`src/sv/qau_pkg.sv`:
```
// Shared constants and types for the quaternion attitude update block.
`timescale 1ns / 1ps

package qau_pkg;

    localparam int QUAT_FRAC_BITS = 30;

    localparam int REG_W   = 31;
    localparam int RATE_W  = 32;
    localparam int ACCEL_W = 16;
    localparam int QUAT_W  = 32;

    localparam int CFG_INDEX_W = 2;

    localparam logic [CFG_INDEX_W-1:0] REG_PROP_GAIN     = 2'd0;
    localparam logic [CFG_INDEX_W-1:0] REG_INTEGRAL_GAIN = 2'd1;
    localparam logic [CFG_INDEX_W-1:0] REG_HALF_PERIOD   = 2'd2;

    localparam logic [REG_W-1:0] PROP_GAIN_RST     = 31'd26843546;
    localparam logic [REG_W-1:0] INTEGRAL_GAIN_RST = 31'd16777;
    localparam logic [REG_W-1:0] HALF_PERIOD_RST   = 31'd83886;

    localparam logic signed [QUAT_W-1:0] QUAT_ONE = QUAT_W'(64'sd1 <<< QUAT_FRAC_BITS);

    // Command from the sequencer to the root/divide unit.
    typedef struct packed {
        logic start;
        logic root;
    } qau_cmd_t;

endpackage

```
`src/sv/qau_divsqrt.sv`:
```
// Iterative integer square root and signed-by-unsigned divide, one result bit per cycle.
`timescale 1ns / 1ps

module qau_divsqrt (
    input  logic                clk,
    input  logic                rst_n,
    input  qau_pkg::qau_cmd_t   cmd,
    input  logic [63:0]         num,
    input  logic [31:0]         den,
    output logic                done,
    output logic [31:0]         res
);
    import qau_pkg::*;

    localparam logic [63:0] TOP_BIT = 64'h4000_0000_0000_0000;

    logic        busy_reg, busy_next;
    logic        done_reg, done_next;
    logic        mode_reg, mode_next;
    logic        neg_reg, neg_next;
    logic [4:0]  cnt_reg, cnt_next;
    logic [63:0] v_reg, v_next;
    logic [63:0] r_reg, r_next;

    logic [63:0] bit_val;
    logic [64:0] trial_sum;
    logic [32:0] div_t;
    logic [32:0] div_d;
    logic [63:0] mag;

    always_comb
    begin
        bit_val   = TOP_BIT >> {cnt_reg, 1'b0};
        trial_sum = {1'b0, r_reg} + {1'b0, bit_val};
        div_t     = {r_reg[31:0], v_reg[31]};
        div_d     = div_t - {1'b0, den};
        mag       = num[63] ? (64'd0 - num) : num;

        busy_next = busy_reg;
        done_next = 1'b0;
        mode_next = mode_reg;
        neg_next  = neg_reg;
        cnt_next  = cnt_reg;
        v_next    = v_reg;
        r_next    = r_reg;

        if (cmd.start)
        begin
            busy_next = 1'b1;
            mode_next = cmd.root;
            cnt_next  = '0;
            if (cmd.root)
            begin
                v_next = num;
                r_next = '0;
            end
            else
            begin
                neg_next = num[63];
                r_next   = {32'd0, mag[63:32]};
                v_next   = {32'd0, mag[31:0]};
            end
        end
        else if (busy_reg)
        begin
            if (mode_reg)
            begin
                if ({1'b0, v_reg} >= trial_sum)
                begin
                    v_next = v_reg - trial_sum[63:0];
                    r_next = (r_reg >> 1) + bit_val;
                end
                else
                begin
                    r_next = r_reg >> 1;
                end
            end
            else
            begin
                // restoring step: shift in next numerator bit, subtract when it fits
                if (div_t >= {1'b0, den})
                begin
                    r_next = {32'd0, div_d[31:0]};
                    v_next = {32'd0, v_reg[30:0], 1'b1};
                end
                else
                begin
                    r_next = {32'd0, div_t[31:0]};
                    v_next = {32'd0, v_reg[30:0], 1'b0};
                end
            end
            cnt_next = cnt_reg + 5'd1;
            if (cnt_reg == 5'd31)
            begin
                busy_next = 1'b0;
                done_next = 1'b1;
            end
        end
    end

    always_ff @(posedge clk or negedge rst_n)
    begin
        if (!rst_n)
        begin
            busy_reg <= 1'b0;
            done_reg <= 1'b0;
            cnt_reg  <= '0;
        end
        else
        begin
            busy_reg <= busy_next;
            done_reg <= done_next;
            cnt_reg  <= cnt_next;
        end
    end

    always_ff @(posedge clk)
    begin
        mode_reg <= mode_next;
        neg_reg  <= neg_next;
        v_reg    <= v_next;
        r_reg    <= r_next;
    end

    assign done = done_reg;
    assign res  = mode_reg ? r_reg[31:0] : (neg_reg ? (32'd0 - v_reg[31:0]) : v_reg[31:0]);

endmodule

```
`config.mk`:
```
export PLATFORM = sky130hd
export DESIGN_NAME = qau_divsqrt
export DESIGN_NICKNAME = d
export VERILOG_FILES = /design/src/sv/qau_pkg.sv /design/src/sv/qau_divsqrt.sv
export SDC_FILE = /design/constraint.sdc
export NUM_CORES = 1
export LEC_CHECK = 0
export ABC_AREA = 1
export BUFFER_PORTS_ARGS = -buffer_cell sky130_fd_sc_hd__buf_2
export CAP_MARGIN = 25
export CORE_MARGIN = 5
export CORE_UTILIZATION = 51
export CTS_CLUSTER_SIZE = 10
export DETAILED_ROUTE_END_ITERATION = 10
export PLACE_DENSITY = 0.69
export SLEW_MARGIN = 20
export SYNTH_ARGS = -nofsm -noshare
export SYNTH_HDL_FRONTEND = slang
export SYNTH_SLANG_ARGS = --single-unit
```
`constraint.sdc`:
```
create_clock -name clk -period 8.45 [get_ports clk]
set_clock_uncertainty 0.1 [all_clocks]
set_input_delay 1.69 -clock clk [delete_from_list [all_inputs] [get_ports clk]]
set_output_delay 1.69 -clock clk [all_outputs]
set_load 0.01 [all_outputs]
```
==> reports/metrics.cfg, run 1 <==
[status]
status = completed

[clock_network]
postCtsResizedCells = 0
worstSkewPairLatency_ps = 510
cts_tree = built
clkSlewWorstSetupHoldPaths_ps = 70
hold_buffers = 0
clock_sinks = 137
cts_buffers = 17
clockBufferDepth = 2
h-tree-depth = 4
cts-root-buf = clkbuf_16
cts_setup_buffers = 0

[routing]
dr.max_layer_used = met5
drt_pass1_iterations = 7
ant_nets = 0
wl_met1_mm = 40.9
wl_per_cell_um = 22.0
met3_length_mm = 12.4
num_vias = 27500
first_iter_violations = 3389
route.met2.wl_mm = 42.4
totalWireLength_mm = 100
drc_errors = 0
viasPerCell = 6.04

[synthesis]
synth.cell_area_um2 = 22800
synthTopCellsByArea = edfxtp_1 17%, nand2_1 16%, ha_1 9.4%
synth_common_cells = 979 x nand2_1, 547 x inv_1, 456 x nor2_1
synth.most_common_cell = nand2_1
syn_nets = 4142
syn-instance-count = 3869
synth_edf_count = 130
avgSynthCellArea_um2 = 5.90
yosys.area.top_type = edfxtp_1
synth_top_area_share = 0.171
ys.warnings.count = 0
ys.flop_type = edfxtp_1
synthArstFlopShare = 0.0511
ys_seq_area_frac = 0.179
synth_cell_types = 60
synth_seq_cells = 137

[setup_path]
r2r-start = cnt_reg[4]$_DFFE_PN0P_
critical_path_buf_inv_count = 5
cp_top_family = simple AND/OR/NAND/NOR gates
r2r-end = v_reg[13]$_DFFE_PP_
cpPeakStageDelay_ps = 690
crit_slowest_cell = o21ai_0
r2r_cells = 29
crit_type = reg -> reg
critical_path_arrival_ps = 7490
cp_max_fo = 64
crit_top_cell = nand2_1
crit_cells = 29
reg2reg_setup_slack_ps = 990
start_kind = register
required_ps = 8490
endpoint_kind = register

[hold_path]
hold_path.startpoint = cnt_reg[0]$_DFFE_PN0P_
hold_class = reg -> reg
holdPathStages = 3
min_to = cnt_reg[0]$_DFFE_PN0P_

[power_and_ir_drop]
power_density_nw_per_um2 = 328
peakVddDrop_uv = 223
p_leak_nw = 10.9
power_mw = 8.04

[sta]
maxSlewHeadroom = 0.266
worstMarginPinSlew_ps = 1090
period_share = 0.883
hold_violations = 0
setup_viol = 0
period_needed_ps = 7460
rsz0062_at_grt = no
slew_violations = 0
max_freq_ghz = 0.134
setup_tns_ps = 0
whs_ps = 538

[floorplan]
core_area_um2 = 44200
rows = 77
dieArea_um2 = 49100
die_w_um = 222
fp.dieH_um = 222
ios = 133
start_util = 0.517

[layout]
final_area_um2 = 24500
fill_cells = 4768
antenna_cells = 0
drive_above_1_share = 0.0668
area_growth_pct = 7.47
seq_area_um2 = 4080
fin_util = 0.555
multiInputGateArea_um2 = 16300
nets = 4226

[global_routing]
grt_overflow = 0
grt_pass1_vias = 24800
grt_first_pass_wirelength_mm = 148
antenna_found_initial = 4
grt_max_degree = 70
grtUsageTotal = 0.389

[placement]
hpwl_mm = 82.3
port_buffers = 132
gp_congestion = 1.07
dpl_cell_area_um2 = 24000

[run]
drv_cap = 0

==> report_power, final <==
group	leakage [nW]	total (mW)	internal [mW]	switching, mW
Sequential	1.56	1.55	1.07	0.476
Combinational	9.12	5.76	1.78	3.97
Clock	0.239	0.740	0.371	0.368
Total	10.9	8.04	3.23	4.82
==> per-stage QoR <==
stage          worst slack (ps)  instances
5_1_grt                     693       4558
2_1_floorplan              2210       3869
3_3_place_gp               1290       4521
3_5_place_dp               1320       4525
4_1_cts                    1270       4557
6_report                    992       4558
==> layout make-up <==
cell class | instances | area share
timing repair buffer | 153 | 0.0338
tap | 592 | 0.0302
clock inverter | 15 | 0.00413
inverter | 562 | 0.0860
multi-input combinational | 3082 | 0.662
clock buffer | 17 | 0.0173
sequential | 137 | 0.166
==> layer usage <==
layer / vias up / global-route usage
met5: - / 0
met4: 4 / 0.163
met3: 250 / 0.0857
met2: 1684 / 0.590
met1: 12500 / 0.536
li1: 13100 / -
==> layout by cell type, fill, tap and decap left out, types with 19 or more instances in the layout <==
| cell | n |
|---|---|
| buf_2 | 132 |
| nor2_1 | 455 |
| o21ai_1 | 22 |
| o211ai_1 | 24 |
| o21bai_1 | 22 |
| edfxtp_1 | 130 |
| nand2_1 | 978 |
| xor2_1 | 101 |
| nand2_2 | 21 |
| nor4_1 | 25 |
| nand4_1 | 38 |
| xnor2_1 | 51 |
| inv_1 | 545 |
| a21oi_1 | 297 |
| nand3_1 | 252 |
| o21ai_0 | 358 |
| buf_4 | 19 |
| ha_1 | 171 |
| a31oi_1 | 27 |
| a21o_1 | 26 |
| nor3_1 | 72 |
==> worst register-to-register path: cells and delay by family (launching register included) <==
family,cells,cell delay [ps]
simple gates,17,3000
buf+inv,5,1200
compound gates,4,1090
fa+ha+maj,2,770
flops,1,650
xor+xnor,1,170
==> cells by family (layout without fill, tap and decap cells) <==
| group | Yosys count | count (layout) | synth area share |
|---|---|---|---|
| xor gates and xnor gates | 152 | 152 | 0.0583 |
| adders and majority gates | 173 | 173 | 0.0954 |
| and+or+nand+nor | 1895 | 1895 | 0.348 |
| buffers and inverters | 650 | 747 | 0.110 |
| AOI/OAI and AO/OA | 862 | 862 | 0.210 |
| DFF | 137 | 137 | 0.179 |
==> worst max path at each step <==
stage,startpoint,end,slack [ps]
2_1_floorplan,cnt_reg[2]$_DFFE_PN0P_,v_reg[0]$_DFFE_PP_,2210
6_report,cnt_reg[4]$_DFFE_PN0P_,v_reg[13]$_DFFE_PP_,990
3_5_place_dp,cnt_reg[4]$_DFFE_PN0P_,v_reg[0]$_DFFE_PP_,1320
5_1_grt,cnt_reg[4]$_DFFE_PN0P_,v_reg[13]$_DFFE_PP_,690
4_1_cts,cnt_reg[4]$_DFFE_PN0P_,v_reg[13]$_DFFE_PP_,1270
3_3_place_gp,cnt_reg[4]$_DFFE_PN0P_,v_reg[1]$_DFFE_PP_,1290
Power figures use the tool's default switching activity.
==> inputs of run 2 (changes only) <==
==> constraint.sdc (replaced) <==
create_clock -name clk -period 8.45 [get_ports clk]
set_clock_uncertainty 0.1 [all_clocks]
set_input_delay 0.4225 -clock clk [delete_from_list [all_inputs] [get_ports clk]]
set_output_delay 0.4225 -clock clk [all_outputs]
set_load 0.01 [all_outputs]
==> reports/metrics.cfg, run 2 (synthesis gave the netlist of run 1 again) <==
[sta]
setup_viol = 0  ; unchanged
period_share = 0.892  ; was 0.883
period_needed_ps = 7540  ; was 7460 ps
setup_tns_ps = 0  ; unchanged
whs_ps = 109  ; was 538 ps
rsz0062_at_grt = no  ; unchanged
hold_violations = 0  ; unchanged
slew_violations = 0  ; unchanged
maxSlewHeadroom = 0.191  ; was 0.266
worstMarginPinSlew_ps = 1200  ; was 1090 ps
max_freq_ghz = 0.133  ; was 0.134 GHz

[run]
drv_cap = 0  ; unchanged

[setup_path]
cpPeakStageDelay_ps = 660  ; was 690 ps
cp_max_fo = 64  ; unchanged
reg2reg_setup_slack_ps = 910  ; was 990 ps
start_kind = register  ; unchanged
r2r-start = cnt_reg[4]$_DFFE_PN0P_  ; unchanged
critical_path_buf_inv_count = 4  ; was 5
critical_path_arrival_ps = 7580  ; was 7490 ps
r2r-end = v_reg[1]$_DFFE_PP_  ; was v_reg[13]$_DFFE_PP_
cp_top_family = simple AND/OR/NAND/NOR gates  ; unchanged
required_ps = 8490  ; about the same
r2r_cells = 31  ; was 29
crit_slowest_cell = dfrtp_1  ; was o21ai_0
crit_type = reg -> reg  ; unchanged
crit_top_cell = nand2_1  ; unchanged
endpoint_kind = register  ; unchanged

[global_routing]
grt_overflow = 0  ; unchanged
grt_max_degree = 71  ; was 70
grt_first_pass_wirelength_mm = 148  ; about the same
grtUsageTotal = 0.390  ; was 0.389
antenna_found_initial = 1  ; was 4
grt_pass1_vias = 24700  ; was 24800

[clock_network]
clkSlewWorstSetupHoldPaths_ps = 60  ; was 70 ps
cts_setup_buffers = 0  ; unchanged
cts-root-buf = clkbuf_16  ; unchanged
clockBufferDepth = 2  ; unchanged
worstSkewPairLatency_ps = 500  ; was 510 ps
cts_buffers = 17  ; unchanged
cts_tree = built  ; unchanged
clock_sinks = 137  ; unchanged
h-tree-depth = 4  ; unchanged

[status]
status = completed  ; unchanged

[routing]
drt_pass1_iterations = 6  ; was 7
totalWireLength_mm = 100  ; about the same
drc_errors = 0  ; unchanged
wl_per_cell_um = 22.0  ; about the same
ant_nets = 0  ; unchanged
viasPerCell = 6.00  ; was 6.04
first_iter_violations = 3506  ; was 3389
num_vias = 27300  ; was 27500

[floorplan]
rows = 77  ; unchanged
fp.dieH_um = 222  ; unchanged
ios = 133  ; unchanged
core_area_um2 = 44200  ; unchanged
start_util = 0.517  ; unchanged
die_w_um = 222  ; unchanged
dieArea_um2 = 49100  ; unchanged

[power_and_ir_drop]
p_clk_frac = 0.096  ; was 0.092
p_seq_frac = 0.191  ; was 0.193
p_comb_frac = 0.713  ; was 0.716
p_leak_nw = 10.9  ; about the same
switching_share = 0.592  ; was 0.599
p_int_mw = 3.28  ; was 3.23 mW
power_density_nw_per_um2 = 328  ; about the same
peakVddDrop_uv = 225  ; was 223 uV
switchingPower_mw = 4.77  ; was 4.82 mW

[layout]
fill_cells = 4771  ; was 4768
seq_area_um2 = 4080  ; unchanged
drive_above_1_share = 0.0651  ; was 0.0668
antenna_cells = 0  ; unchanged
final_common_cell = nand2_1  ; unchanged
nets = 4224  ; was 4226
multiInputGateArea_um2 = 16300  ; unchanged
mostFrequentLayoutCells = 978 x nand2_1, 545 x inv_1, 455 x nor2_1, 357 x o21ai_0, 297 x a21oi_1  ; was 978 x nand2_1, 545 x inv_1, 455 x nor2_1, 358 x o21ai_0, 297 x a21oi_1
area_growth_pct = 7.55  ; was 7.47%

[placement]
hpwl_mm = 82.3  ; about the same
gp_congestion = 1.08  ; was 1.07
port_buffers = 132  ; unchanged

[hold_path]
hold_class = in -> reg  ; was reg -> reg
hold_path.startpoint = cmd[0]  ; was cnt_reg[0]$_DFFE_PN0P_
min_to = mode_reg$_DFFE_PP_  ; was cnt_reg[0]$_DFFE_PN0P_
holdPathStages = 1  ; was 3

-- run 2: cell types whose count changed in the layout (fill, tap and decap cells not counted), moves of 2 or more --
| cell | delta |
|---|---|
| buf_4 | -3 |
| bufinv_16 | +2 |
| clkinv_1 | +2 |
| clkinv_2 | -2 |
| clkinvlp_4 | -4 |
-- run 2: through the flow --
step	worst slack (ps)	area (um^2)	power, mW	utilization	cells
3_3_place_gp	1160	24000	7.09	0.543	4522
6_report	913	24600	8.06	0.556	4555
2_1_floorplan	2210	22800	5.27	-	3869
3_5_place_dp	1130	24000	7.05	0.543	4522
4_1_cts	1060	24600	7.85	0.555	4554
5_1_grt	562	24600	8.59	0.556	4555
-- run 2: layout make-up --
class / instances / share of cell area
sequential: 137 / 0.166
inverter: 562 / 0.0860
clock inverter: 13 / 0.00525
multi-input combinational: 3082 / 0.662
clock buffer: 18 / 0.0175
tap: 592 / 0.0302
timing repair buffer: 151 / 0.0333
-- run 2: worst register-to-register path: cells and delay by family (launching register included) --
kind | cells | cell delay [ps]
AOI/OAI and AO/OA | 3 | 580
buffers and inverters | 4 | 1200
xor gates and xnor gates | 1 | 180
adders and majority gates | 3 | 880
and+or+nand+nor | 20 | 3540
DFF | 1 | 660
-- run 2: what timing repair did --
item / 4_1_cts / 5_1_grt
hold endpoints to repair: 7 / 0
hold buffers: 1 / 0
gates resized for setup: 0 / 0
-- run 2: worst max path at each step --
stage	from	endpoint	slack [ps]	cells past startpoint
6_report	cnt_reg[4]$_DFFE_PN0P_	v_reg[1]$_DFFE_PP_	910	31
4_1_cts	cnt_reg[4]$_DFFE_PN0P_	v_reg[1]$_DFFE_PP_	1060	31
5_1_grt	cnt_reg[4]$_DFFE_PN0P_	v_reg[1]$_DFFE_PP_	560	31
2_1_floorplan	cnt_reg[2]$_DFFE_PN0P_	v_reg[0]$_DFFE_PP_	2210	33
3_3_place_gp	cnt_reg[4]$_DFFE_PN0P_	v_reg[0]$_DFFE_PP_	1160	31
3_5_place_dp	cnt_reg[4]$_DFFE_PN0P_	v_reg[1]$_DFFE_PP_	1130	31
-- run 2: power by group through the flow --
stage | clock network (mW) | logic (mW) | registers (mW)
after detailed placement | 0 | 5.54 | 1.51
after CTS | 0.777 | 5.58 | 1.50
after floorplan | 0 | 4.00 | 1.27
final | 0.774 | 5.74 | 1.54
after global routing | 0.803 | 6.25 | 1.54
after global placement | 0 | 5.57 | 1.52
-- run 2: routing by layer --
layer / routed length (um) / track usage
met1: 41300 / 0.535
met2: 42700 / 0.598
met3: 11400 / 0.0788
met4: 4780 / 0.165
met5: 15 / 0
